--- src/sv/cwss_pkg.sv ---
`default_nettype none
package cwss_pkg;

	typedef enum logic [1:0] {
		CMD_SECOND = 2'd0,
		CMD_SCAN   = 2'd1,
		CMD_LOAD   = 2'd2
	} cmd_t;

	typedef enum logic [2:0] {
		REG_VIEW   = 3'd0,
		REG_FORMAT = 3'd1,
		REG_STATUS = 3'd2,
		REG_YEAR   = 3'd3,
		REG_MONTH  = 3'd4,
		REG_DAY    = 3'd5
	} reg_idx_t;

	localparam int CFG_W = 14;
	localparam int IDX_W = 3;

	localparam logic [6:0] SEC_LIMIT  = 7'd60;
	localparam logic [6:0] MIN_LIMIT  = 7'd60;
	localparam logic [5:0] HOUR_LIMIT = 6'd24;
	localparam logic [4:0] HALF_DAY   = 5'd12;

	localparam logic [7:0] SEG_DASH       = 8'hBF;
	localparam logic [7:0] SEG_POINT_MASK = 8'h7F;

	localparam logic [7:0] DIGIT_PATTERN [10] = '{
		8'hC0, 8'hF9, 8'hA4, 8'hB0, 8'h99,
		8'h92, 8'h82, 8'hF8, 8'h80, 8'h98
	};

	// floor(y/100) = (y * 20972) >> 21, exact for y < 43690
	localparam logic [14:0] RECIP_100 = 15'd20972;
	// floor(v/10) = (v * 205) >> 11, exact for v < 1024
	localparam logic [7:0]  RECIP_10  = 8'd205;

	typedef struct packed {
		logic [1:0] command;
		logic [4:0] load_hours;
		logic [5:0] load_minutes;
		logic [5:0] load_seconds;
		logic       point_off;
	} in_t;

	typedef struct packed {
		logic [7:0] digit_select;
		logic [7:0] segments;
		logic       display_valid;
		logic [4:0] hours_now;
		logic [5:0] minutes_now;
		logic [5:0] seconds_now;
	} out_t;

	typedef struct packed {
		logic       display_view;
		logic       hour_format_24;
		logic [1:0] display_status;
		logic [7:0] year_hi;
		logic [6:0] year_lo;
		logic [3:0] month_value;
		logic [4:0] day_value;
	} cfg_t;

	typedef struct packed {
		logic [4:0] hours;
		logic [5:0] minutes;
		logic [5:0] seconds;
	} tod_t;

	function automatic logic [4:0] div10(input logic [7:0] v);
		logic [15:0] p;
		p = v * RECIP_10;
		return p[15:11];
	endfunction

	function automatic logic [3:0] mod10(input logic [7:0] v);
		logic [4:0] q;
		logic [7:0] r;
		q = div10(v);
		r = v - 8'(q) * 8'd10;
		return r[3:0];
	endfunction

	function automatic logic [7:0] seg_of(input logic [4:0] d);
		logic [4:0] r;
		r = (d >= 5'd10) ? d - 5'd10 : d;
		return DIGIT_PATTERN[r[3:0]];
	endfunction

endpackage
`default_nettype wire

--- src/sv/clock_with_seven_segment_scan_top.sv ---
`default_nettype none
// channel | handshake               | payload
// in      | in_valid / in_stall     | in_data   (cwss_pkg::in_t)
// out     | out_valid / out_stall   | out_data  (cwss_pkg::out_t)
// cfg     | cfg_we                  | cfg_index, cfg_data
//
// One request per cycle while in_stall is low. Time and scan positions
// update at the accept edge; each result is registered in the result
// register, or in the one-entry skid stage while the output stalls.
// in_stall rises only while the skid stage holds a request.
// Reset clears time, scan positions and handshake state; config takes
// its defaults (time view, 24-hour, scanning, 2000-01-01).
module clock_with_seven_segment_scan_top (
	input  wire logic                       clk,
	input  wire logic                       arst_n,
	input  wire logic                       in_valid,
	output logic                            in_stall,
	input  wire cwss_pkg::in_t              in_data,
	output logic                            out_valid,
	input  wire logic                       out_stall,
	output cwss_pkg::out_t                  out_data,
	input  wire logic                       cfg_we,
	input  wire logic [cwss_pkg::IDX_W-1:0] cfg_index,
	input  wire logic [cwss_pkg::CFG_W-1:0] cfg_data
);

	cwss_pkg::cfg_t cfg;
	cwss_pkg::tod_t tod;
	cwss_pkg::tod_t tod_next;
	cwss_pkg::out_t res;
	logic           acc;
	logic           scan;
	logic [2:0]     time_pos_q;
	logic [2:0]     date_pos_q;
	logic [2:0]     pos;
	logic [7:0]     seg;

	assign acc  = in_valid && !in_stall;
	assign scan = (in_data.command == cwss_pkg::CMD_SCAN) && !cfg.display_status[1];
	assign pos  = cfg.display_view ? time_pos_q : date_pos_q;

	cwss_cfg u_cfg (
		.clk       (clk),
		.arst_n    (arst_n),
		.cfg_we    (cfg_we),
		.cfg_index (cfg_index),
		.cfg_data  (cfg_data),
		.cfg       (cfg)
	);

	cwss_time u_time (
		.clk      (clk),
		.arst_n   (arst_n),
		.accept   (acc),
		.req      (in_data),
		.tod      (tod),
		.tod_next (tod_next)
	);

	cwss_disp u_disp (
		.cfg       (cfg),
		.tod       (tod),
		.pos       (pos),
		.point_off (in_data.point_off),
		.segments  (seg)
	);

	always_ff @(posedge clk or negedge arst_n) begin
		if (!arst_n) begin
			time_pos_q <= '0;
			date_pos_q <= '0;
		end else if (acc && scan) begin
			if (cfg.display_view) begin
				time_pos_q <= time_pos_q + 3'd1;
			end else begin
				date_pos_q <= date_pos_q + 3'd1;
			end
		end
	end

	always_comb begin
		res.digit_select  = scan ? 8'(1) << pos : 8'd0;
		res.segments      = scan ? seg : 8'd0;
		res.display_valid = scan;
		res.hours_now     = tod_next.hours;
		res.minutes_now   = tod_next.minutes;
		res.seconds_now   = tod_next.seconds;
	end

	cwss_oskid u_oskid (
		.clk       (clk),
		.arst_n    (arst_n),
		.in_valid  (in_valid),
		.in_stall  (in_stall),
		.in_data   (res),
		.out_valid (out_valid),
		.out_stall (out_stall),
		.out_data  (out_data)
	);

	a_sel_onehot: assert property (@(posedge clk) disable iff (!arst_n)
		out_valid && out_data.display_valid |-> $onehot(out_data.digit_select))
		else $error("digit select not one-hot on a drive");

	a_no_drive_dark: assert property (@(posedge clk) disable iff (!arst_n)
		out_valid && !out_data.display_valid |->
			out_data.digit_select == 8'd0 && out_data.segments == 8'd0)
		else $error("drive fields set without a drive");

	a_pos_hold: assert property (@(posedge clk) disable iff (!arst_n)
		!(acc && scan) |=> $stable(time_pos_q) && $stable(date_pos_q))
		else $error("scan position moved without a scan");

endmodule
`default_nettype wire

--- src/sv/cwss_cfg.sv ---
`default_nettype none
module cwss_cfg (
	input  wire logic                     clk,
	input  wire logic                     arst_n,
	input  wire logic                     cfg_we,
	input  wire logic [cwss_pkg::IDX_W-1:0] cfg_index,
	input  wire logic [cwss_pkg::CFG_W-1:0] cfg_data,
	output cwss_pkg::cfg_t                cfg
);

	cwss_pkg::cfg_t cfg_q;
	logic [28:0]    prod;
	logic [7:0]     hi;
	logic [13:0]    lo;

	// year kept split as hundreds and remainder
	always_comb begin
		prod = cfg_data * cwss_pkg::RECIP_100;
		hi   = prod[28:21];
		lo   = cfg_data - 14'(hi) * 14'd100;
	end

	always_ff @(posedge clk or negedge arst_n) begin
		if (!arst_n) begin
			cfg_q.display_view   <= 1'b1;
			cfg_q.hour_format_24 <= 1'b1;
			cfg_q.display_status <= 2'd0;
			cfg_q.year_hi        <= 8'd20;
			cfg_q.year_lo        <= 7'd0;
			cfg_q.month_value    <= 4'd1;
			cfg_q.day_value      <= 5'd1;
		end else if (cfg_we) begin
			unique case (cfg_index)
				cwss_pkg::REG_VIEW:   cfg_q.display_view   <= cfg_data[0];
				cwss_pkg::REG_FORMAT: cfg_q.hour_format_24 <= cfg_data[0];
				cwss_pkg::REG_STATUS: cfg_q.display_status <= cfg_data[1:0];
				cwss_pkg::REG_YEAR: begin
					cfg_q.year_hi <= hi;
					cfg_q.year_lo <= lo[6:0];
				end
				cwss_pkg::REG_MONTH:  cfg_q.month_value    <= cfg_data[3:0];
				cwss_pkg::REG_DAY:    cfg_q.day_value      <= cfg_data[4:0];
				default: ;
			endcase
		end
	end

	assign cfg = cfg_q;

endmodule
`default_nettype wire

--- src/sv/cwss_time.sv ---
`default_nettype none
module cwss_time (
	input  wire logic           clk,
	input  wire logic           arst_n,
	input  wire logic           accept,
	input  wire cwss_pkg::in_t  req,
	output cwss_pkg::tod_t      tod,
	output cwss_pkg::tod_t      tod_next
);

	cwss_pkg::tod_t tod_q;
	logic [6:0]     sec_inc;
	logic [6:0]     min_inc;
	logic [5:0]     hour_inc;

	always_comb begin
		sec_inc  = {1'b0, tod_q.seconds} + 7'd1;
		min_inc  = {1'b0, tod_q.minutes} + 7'd1;
		hour_inc = {1'b0, tod_q.hours} + 6'd1;
		tod_next = tod_q;
		unique case (req.command)
			cwss_pkg::CMD_SECOND: begin
				if (sec_inc >= cwss_pkg::SEC_LIMIT) begin
					tod_next.seconds = '0;
					if (min_inc >= cwss_pkg::MIN_LIMIT) begin
						tod_next.minutes = '0;
						tod_next.hours   = (hour_inc >= cwss_pkg::HOUR_LIMIT) ?
							5'd0 : hour_inc[4:0];
					end else begin
						tod_next.minutes = min_inc[5:0];
					end
				end else begin
					tod_next.seconds = sec_inc[5:0];
				end
			end
			cwss_pkg::CMD_LOAD: begin
				tod_next.hours   = req.load_hours;
				tod_next.minutes = req.load_minutes;
				tod_next.seconds = req.load_seconds;
			end
			default: ;
		endcase
	end

	always_ff @(posedge clk or negedge arst_n) begin
		if (!arst_n) begin
			tod_q <= '0;
		end else if (accept) begin
			tod_q <= tod_next;
		end
	end

	assign tod = tod_q;

endmodule
`default_nettype wire

--- src/sv/cwss_disp.sv ---
`default_nettype none
module cwss_disp (
	input  wire cwss_pkg::cfg_t cfg,
	input  wire cwss_pkg::tod_t tod,
	input  wire logic [2:0]     pos,
	input  wire logic           point_off,
	output logic [7:0]          segments
);

	logic [4:0] h;
	logic [7:0] t_seg;
	logic [7:0] d_seg;

	always_comb begin
		h = tod.hours;
		if (!cfg.hour_format_24 && h > cwss_pkg::HALF_DAY) begin
			h = h - cwss_pkg::HALF_DAY;
		end
		unique case (pos)
			3'd0: t_seg = cwss_pkg::seg_of(cwss_pkg::div10({3'd0, h}));
			3'd1: t_seg = cwss_pkg::seg_of({1'b0, cwss_pkg::mod10({3'd0, h})});
			3'd2: t_seg = cwss_pkg::SEG_DASH;
			3'd3: t_seg = cwss_pkg::seg_of(cwss_pkg::div10({2'd0, tod.minutes}));
			3'd4: t_seg = cwss_pkg::seg_of({1'b0, cwss_pkg::mod10({2'd0, tod.minutes})});
			3'd5: t_seg = cwss_pkg::SEG_DASH;
			3'd6: t_seg = cwss_pkg::seg_of(cwss_pkg::div10({2'd0, tod.seconds}));
			default: begin
				t_seg = cwss_pkg::seg_of({1'b0, cwss_pkg::mod10({2'd0, tod.seconds})});
				if (!point_off) begin
					t_seg = t_seg & cwss_pkg::SEG_POINT_MASK;
				end
			end
		endcase
		unique case (pos)
			3'd0: d_seg = cwss_pkg::seg_of(cwss_pkg::div10(cfg.year_hi));
			3'd1: d_seg = cwss_pkg::seg_of({1'b0, cwss_pkg::mod10(cfg.year_hi)});
			3'd2: d_seg = cwss_pkg::seg_of(cwss_pkg::div10({1'b0, cfg.year_lo}));
			3'd3: d_seg = cwss_pkg::seg_of({1'b0, cwss_pkg::mod10({1'b0, cfg.year_lo})});
			3'd4: d_seg = cwss_pkg::seg_of(cwss_pkg::div10({4'd0, cfg.month_value}));
			3'd5: d_seg = cwss_pkg::seg_of({1'b0,
				cwss_pkg::mod10({4'd0, cfg.month_value})});
			3'd6: d_seg = cwss_pkg::seg_of(cwss_pkg::div10({3'd0, cfg.day_value}));
			default: d_seg = cwss_pkg::seg_of({1'b0,
				cwss_pkg::mod10({3'd0, cfg.day_value})});
		endcase
		segments = cfg.display_view ? t_seg : d_seg;
	end

endmodule
`default_nettype wire

--- src/sv/cwss_oskid.sv ---
`default_nettype none
module cwss_oskid (
	input  wire logic           clk,
	input  wire logic           arst_n,
	input  wire logic           in_valid,
	output logic                in_stall,
	input  wire cwss_pkg::out_t in_data,
	output logic                out_valid,
	input  wire logic           out_stall,
	output cwss_pkg::out_t      out_data
);

	logic           out_valid_q;
	logic           skid_valid_q;
	cwss_pkg::out_t out_q;
	cwss_pkg::out_t skid_q;
	logic           acc;
	logic           take;

	assign in_stall = skid_valid_q;
	assign acc      = in_valid && !skid_valid_q;
	assign take     = out_valid_q && !out_stall;

	always_ff @(posedge clk or negedge arst_n) begin
		if (!arst_n) begin
			out_valid_q  <= 1'b0;
			skid_valid_q <= 1'b0;
		end else if (skid_valid_q) begin
			if (take) begin
				skid_valid_q <= 1'b0;
			end
		end else if (acc) begin
			if (!out_valid_q || take) begin
				out_valid_q <= 1'b1;
			end else begin
				skid_valid_q <= 1'b1;
			end
		end else if (take) begin
			out_valid_q <= 1'b0;
		end
	end

	always_ff @(posedge clk) begin
		if (skid_valid_q) begin
			if (take) begin
				out_q <= skid_q;
			end
		end else if (acc) begin
			if (!out_valid_q || take) begin
				out_q <= in_data;
			end else begin
				skid_q <= in_data;
			end
		end
	end

	assign out_valid = out_valid_q;
	assign out_data  = out_q;

	a_skid_needs_out: assert property (@(posedge clk) disable iff (!arst_n)
		skid_valid_q |-> out_valid_q)
		else $error("skid holds a request while output is empty");

	a_skid_drains: assert property (@(posedge clk) disable iff (!arst_n)
		skid_valid_q && take |=> !skid_valid_q && out_valid_q && out_q == $past(skid_q))
		else $error("skid request not moved to output");

	a_out_hold: assert property (@(posedge clk) disable iff (!arst_n)
		out_valid_q && out_stall |=> out_valid_q && $stable(out_q))
		else $error("stalled result changed");

endmodule
`default_nettype wire
--- config.mk ---
export PLATFORM = sky130hd
export DESIGN_NAME = clock_with_seven_segment_scan_top
export DESIGN_NICKNAME = d
export VERILOG_FILES = /design/src/sv/cwss_pkg.sv /design/src/sv/clock_with_seven_segment_scan_top.sv /design/src/sv/cwss_cfg.sv /design/src/sv/cwss_time.sv /design/src/sv/cwss_disp.sv /design/src/sv/cwss_oskid.sv
export SDC_FILE = /design/constraint.sdc
export NUM_CORES = 1
export LEC_CHECK = 0
export BUFFER_PORTS_ARGS = -buffer_cell sky130_fd_sc_hd__buf_2
export CAP_MARGIN = 20
export CELL_PAD_IN_SITES_DETAIL_PLACEMENT = 0
export CELL_PAD_IN_SITES_GLOBAL_PLACEMENT = 2
export CORE_ASPECT_RATIO = 0.75
export CORE_MARGIN = 1
export CORE_UTILIZATION = 37
export CTS_CLUSTER_SIZE = 16
export DETAILED_ROUTE_END_ITERATION = 7
export PLACE_DENSITY_LB_ADDON = 0.1
export SLEW_MARGIN = 20
export SYNTH_ARGS = -nofsm -noshare
export SYNTH_HDL_FRONTEND = slang
export SYNTH_SLANG_ARGS = --single-unit
--- constraint.sdc ---
create_clock -name clk -period 6.06 [get_ports clk]
set_input_delay 0.606 -clock clk [delete_from_list [all_inputs] [get_ports clk]]
set_output_delay 0.606 -clock clk [all_outputs]
set_load 0.005 [all_outputs]
==> flow_summary.yaml, run 1 <==
drt:
  drt_iter0_drc: 802
  drtAntennaViolNets: 0
  routedWlPerCell_um: 17.1
  drtPass1Iterations: 5
  drc: 0
  routed_wirelength_mm: 49.8
  num_vias: 14803
  viasPerCell: 5.09
critical_path:
  start_kind: "flop"
  cp_max_fo: 3
  reg2reg_to: "u_oskid.out_data[18]"
  slowest_stage: "fa_1"
  slowest_delay_ps: 540
  crit_top_cell: "inv_2"
  crit-reg2reg-launch: "u_cfg.cfg[17]"
  crit_type: "flop to flop"
  cp-end-kind: "flop"
  rr_worst_depth: 29
  crit_required_ps: 6230
  critical_path_arrival_ps: 6500
  r2r_slack_ps: -270
floorplan:
  num_rows: 68
  start_util_pct: 37.8
  ios: 78
  die_h_um: 190
  fp.dieW_um: 253
  dieArea_mm2: 0.0481
  core_area_mm2: 0.0463
yosys:
  syn_area_per_cell_um2: 9.22
  yosysSeqAreaShare_pct: 19.2
  ys_ff_latch: 120
  synth_nets: 2408
  synth_cell_types: 86
  ys_warn_count: 0
  async_reset_ff_share_pct: 43.3
  yosysTopAreaCell: "ha_1"
  synth.top_cell.area_share_pct: 26.2
  synth_edf_count: 68
  yosys-top-cells-area: "ha_1 26%, fa_1 12%, edfxtp_1 12%"
  synth_cells: 1895
  syn_area_mm2: 0.0175
  synthFlopType: "edfxtp_1"
sta:
  fin_crit_sh_pct: 104
  tightestPinTransition_ps: 1060
  final.setup_skew_ps: 11.2
  max_slew_margin_pct: 28.5
  setup_viol: 13
  hold_viol_final: 0
  hold_ws_ps: 331
  finalMaxSlewViolations: 0
  rsz0062_at_grt: "true"
  timing.fmax_ghz: 0.158
  layout_setup_ws_ps: -270
  period_minus_slack_ps: 6330
place:
  port_buffers: 77
  gp_congestion: 0.839
  hpwl_mm: 41.0
finish:
  drive_above_1_share_pct: 26.8
  fill_cells: 4527
  syn2layout_area_growth_pct: 27.0
  final_nets: 2776
  seqCellArea_mm2: 0.00336
  multi_input_area_mm2: 0.0136
cts:
  clockBufferDepth: 2
  numCtsBuffers: 17
  htreeDepth: 4
  clock_sinks: 120
  root_buffer: "clkbuf_16"
  clk_pin_slew_worst_paths_ps: 60
  clock_latency_ps: 450
  cts_tree: "built"
global_route:
  grt_pass1_wl_mm: 80.4
  grtUsageTotal_pct: 21.4
  grt_max_degree: 53
  overflow: 0
  grt_pass1_vias: 14689
  antenna_found_initial: 0
run:
  cap_violations: 0
hold_path:
  hold_path.class: "input port to async pin"
status:
  status: "complete, but fails checks"
  violations: "negative setup slack"
## how the worst max path moves through the flow
| stage | from | endpoint | slack [ps] | cells past startpoint |
|---|---|---|---|---|
| after global placement | u_cfg.cfg[13] | u_oskid.out_data[18] | -570 | 24 |
| after CTS | u_cfg.cfg[17] | u_oskid.out_data[18] | -350 | 29 |
| after detailed placement | u_cfg.cfg[13] | u_oskid.out_data[18] | -560 | 26 |
| after floorplan | u_cfg.cfg[18] | u_oskid.out_data[21] | -100 | 26 |
| final | u_cfg.cfg[17] | u_oskid.out_data[18] | -270 | 29 |
| after global routing | u_cfg.cfg[15] | u_oskid.out_data[18] | -530 | 26 |
## synth_stat cells (7+ instances only)
cell type / n
a211oi_1: 15
a21o_1: 23
a21oi_1: 79
a22oi_1: 10
a31oi_1: 24
and2_1: 13
and3_1: 11
clkbuf_1: 30
dfrtp_1: 46
edfxtp_1: 68
fa_1: 105
ha_1: 366
inv_1: 300
mux2_2: 38
mux2i_1: 37
nand2_1: 138
nand2b_1: 18
nand3_1: 42
nand4_1: 14
nor2_1: 99
nor2b_1: 7
nor3_1: 31
o2111ai_1: 7
o211ai_1: 18
o21ai_0: 101
o22ai_1: 10
o31ai_1: 15
or2_2: 15
or3_1: 10
xnor2_1: 39
xor2_1: 20
## kinds of logic (layout without fill, tap and decap cells)
group / count (synthesis) / in the layout / share of synthesized area, %
AO/OA/AOI/OAI: 399 / 399 / 15.4
XOR/XNOR: 65 / 65 / 3.69
adder cells (fa/ha/maj): 471 / 471 / 38.2
buffers and inverters: 340 / 720 / 7.33
flip-flops: 120 / 120 / 19.2
multiplexers: 77 / 77 / 4.78
other: 0 / 1 / 0
AND/OR/NAND/NOR: 423 / 424 / 11.4
## critical path, delay by kind of cell, from the launching register on
| family | cells | cell delay [ps] |
|---|---|---|
| adder cells (fa/ha/maj) | 8 | 2730 |
| AO/OA/AOI/OAI | 8 | 1230 |
| AND/OR/NAND/NOR | 3 | 670 |
| buffers and inverters | 7 | 460 |
| flip-flops | 1 | 420 |
| XOR/XNOR | 2 | 390 |
| multiplexers | 1 | 160 |
## stage by stage
stage / setup TNS (ps) / setup slack [ps] / instances / cell area (um^2) / util [%]
finish: -2410 / -270 / 2907 / 22200 / 48.0
global route: -6000 / -528 / 2906 / 22200 / 48.0
CTS: -1850 / -350 / 2898 / 21800 / 47.1
detailed placement: -6180 / -564 / 2850 / 20800 / 44.9
global placement: -5740 / -567 / 2850 / 20800 / 44.9
floorplan: -204 / -101 / 1895 / 17600 / -
## final cells by class
cell class / count / share of cell area [%]
Clock buffer: 18 / 1.93
Timing Repair Buffer: 386 / 12.4
Multi-Input combinational cell: 1436 / 61.2
Inverter: 302 / 5.12
Tap cell: 630 / 3.55
Sequential cell: 120 / 15.1
Antenna cell: 1 / 0.0113
Clock inverter: 14 / 0.682
## sequential cells by signal (all words and copies together) (netlist names)
signal and flops:
u_oskid.out_valid 1, time_pos_q 3, u_cfg.cfg 27, u_oskid.in_stall 1, u_oskid.skid_q 34, u_time.tod 17, u_oskid.out_data 34, date_pos_q 3
## timing repair
item                                    in CTS  in global routing
endpoints found under the setup margin      14                 16
setup buffers                               16                  9
pin swaps                                   40                 42
resized for setup                           71                 65
hold buffers                                 0                  0
cloned                                       0                  1
## layer usage
| metal | GRT usage (%) | routed length, um |
|---|---|---|
| met1 | 34.4 | 27700 |
| met2 | 29.8 | 19800 |
| met3 | 3.37 | 1890 |
| met4 | 3.64 | 406 |
| met5 | 0 | 0 |
## layout by cell type (no fill, tap or decap), types with 42 or more instances in the layout
master	count
dfrtp_1	42
buf_2	76
o21ai_0	88
nor2_1	98
a21oi_1	68
buf_4	301
fa_1	102
edfxtp_1	68
ha_1	348
nand2_1	134
inv_1	291
Power of run 1 is left out: the tool's default activity adds up to more than one toggle a clock period on the data nets, which glitch-free logic cannot reach.
==> run 2, diff against run 1 <==
Settings changed: BUFFER_PORTS_ARGS -buffer_cell sky130_fd_sc_hd__buf_2 to default, CORE_UTILIZATION 37 to 39, DONT_BUFFER_PORTS from default to 1.
==> run 2 against run 1 <==
  * The flow still finishes with violations (negative setup slack)
  * First-iteration DRC count shrank 8.0%
  * Global-route usage grew 0.73 points
  * Fmax shrank 1.7%
  * Flip-flop and latch count is the same
  * Die area shrank 5.1%
  * Clock-buffer cell count shrank 1
  * Routed wire length shrank 2.2%
  * Register-to-register slack lost 110 ps
  * Largest cell class unchanged
==> flow_summary.yaml, run 2 (synthesis results as in run 1) <==
drt:
  routedWlPerCell_um: 17.7
  dr_wl_met2_mm: 19.3
  top_layer: "met4"
  viasPerCell: 5.25
  routed_wirelength_mm: 48.7
  drt_iter0_drc: 738
  met3WireLength_mm: 2.42
  drc: 0
  drtPass1Iterations: 5
  drtAntennaViolNets: 0
  num_vias: 14484
  wl_met1_mm: 26.7
critical_path:
  crit_type: "flop to flop"
  slowest_stage: "fa_1"
  cp_max_fo: 6
  start_kind: "flop"
  slowest_delay_ps: 540
  critical_path_arrival_ps: 6620
  cp-end-kind: "flop"
  crit_required_ps: 6240
  crit_top_cell: "inv_2"
sta:
  timing.fmax_ghz: 0.155
  layout_setup_ws_ps: -381
  period_minus_slack_ps: 6440
  rsz0062_at_grt: "true"
  setup_viol: 12
  hold_viol_final: 0
  final.setup_skew_ps: 14.3
  tightestPinTransition_ps: 982
  finalMaxSlewViolations: 0
  max_slew_margin_pct: 34.1
  hold_ws_ps: 260
  fin_crit_sh_pct: 106
floorplan:
  num_rows: 66
  ios: 78
  dieArea_mm2: 0.0457
  start_util_pct: 39.9
  die_h_um: 185
  fp.dieW_um: 246
  core_area_mm2: 0.0438
global_route:
  antenna_found_initial: 0
  grt_max_degree: 48
  grt_pass1_wl_mm: 78.2
  overflow: 0
  grt_pass1_vias: 14345
  grtUsageTotal_pct: 22.2
place:
  port_buffers: 0
  gp_congestion: 0.872
  place_inst: 2701
  dpl_worst_slack_ps: -565
  hpwl_mm: 40.0
finish:
  final_cell_mix: "346 x ha_1, 286 x inv_1, 282 x buf_4"
  fill_cells: 4175
  layout_commonest_cell: "ha_1"
  final_cells: 2760
  syn2layout_area_growth_pct: 23.6
  fin_util_pct: 49.4
  drive_above_1_share_pct: 23.2
  final_nets: 2682
  antenna_cells: 0
status:
  violations: "negative setup slack"
  status: "complete, but fails checks"
cts:
  root_buffer: "clkbuf_16"
  clockBufferDepth: 2
  numCtsBuffers: 17
  clock_latency_ps: 460
  clk_pin_slew_worst_paths_ps: 60
  htreeDepth: 4
  clock_sinks: 120
  cts_tree: "built"
run:
  cap_violations: 0
hold_path:
  hold_path.class: "input port to flop"
[run 2: path summary, 6_finish.rpt]
path | from | end | slack, ps | cells after the start
setup / recovery | u_cfg.cfg[17] | u_oskid.out_data[23] | -380 | 28
hold / removal | cfg_data[0] | u_cfg.cfg[5] | 260 | 2
setup reg to reg | u_cfg.cfg[17] | u_oskid.out_data[23] | -380 | 28
hold reg to reg | date_pos_q[2] | date_pos_q[2] | 490 | 1
max in group asynchronous | arst_n | u_cfg.cfg[5] | 4610 | 2
min in group asynchronous | arst_n | u_cfg.cfg[18] | 1060 | 1
[run 2: stage by stage]
stage / instance area (um^2) / setup TNS [ps]
finish: 21600 / -2880
global route: 21600 / -6720
CTS: 21400 / -2340
detailed placement: 20200 / -6200
global placement: 20200 / -5300
floorplan: 17600 / -204
[run 2: worst max-delay path, delay by kind of cell, from the launching register on]
family	cells	cell delay, ps
XOR/XNOR	2	310
adder cells (fa/ha/maj)	7	2300
buffers and inverters	8	700
AND/OR/NAND/NOR	1	420
flip-flops	1	420
multiplexers	2	510
AO/OA/AOI/OAI	8	1470
[run 2: cell type report]
cell class,instances,area (um^2),area share (%)
Timing Repair Buffer,293,2270,10.5
Clock buffer,17,425,1.97
Sequential cell,120,3350,15.5
Clock inverter,15,199,0.921
Inverter,302,1140,5.29
Multi-Input combinational cell,1435,13500,62.4
Tap cell,578,723,3.35
[run 2: metal layers]
layer | global-route usage, % | vias up
li1 | - | 7230
met1 | 35.0 | 6966
met2 | 30.8 | 261
met3 | 4.29 | 27
met4 | 3.75 | 0
met5 | 0 | -
[run 2: repair_timing]
action	in CTS	in global routing
resized for setup	77	45
pin swaps	49	32
endpoints found under the hold margin	47	0
hold buffers	2	0
buffers inserted	29	7
gates cloned	0	0
endpoints found under the setup margin	15	15
Power of run 2 is left out for the same reason.
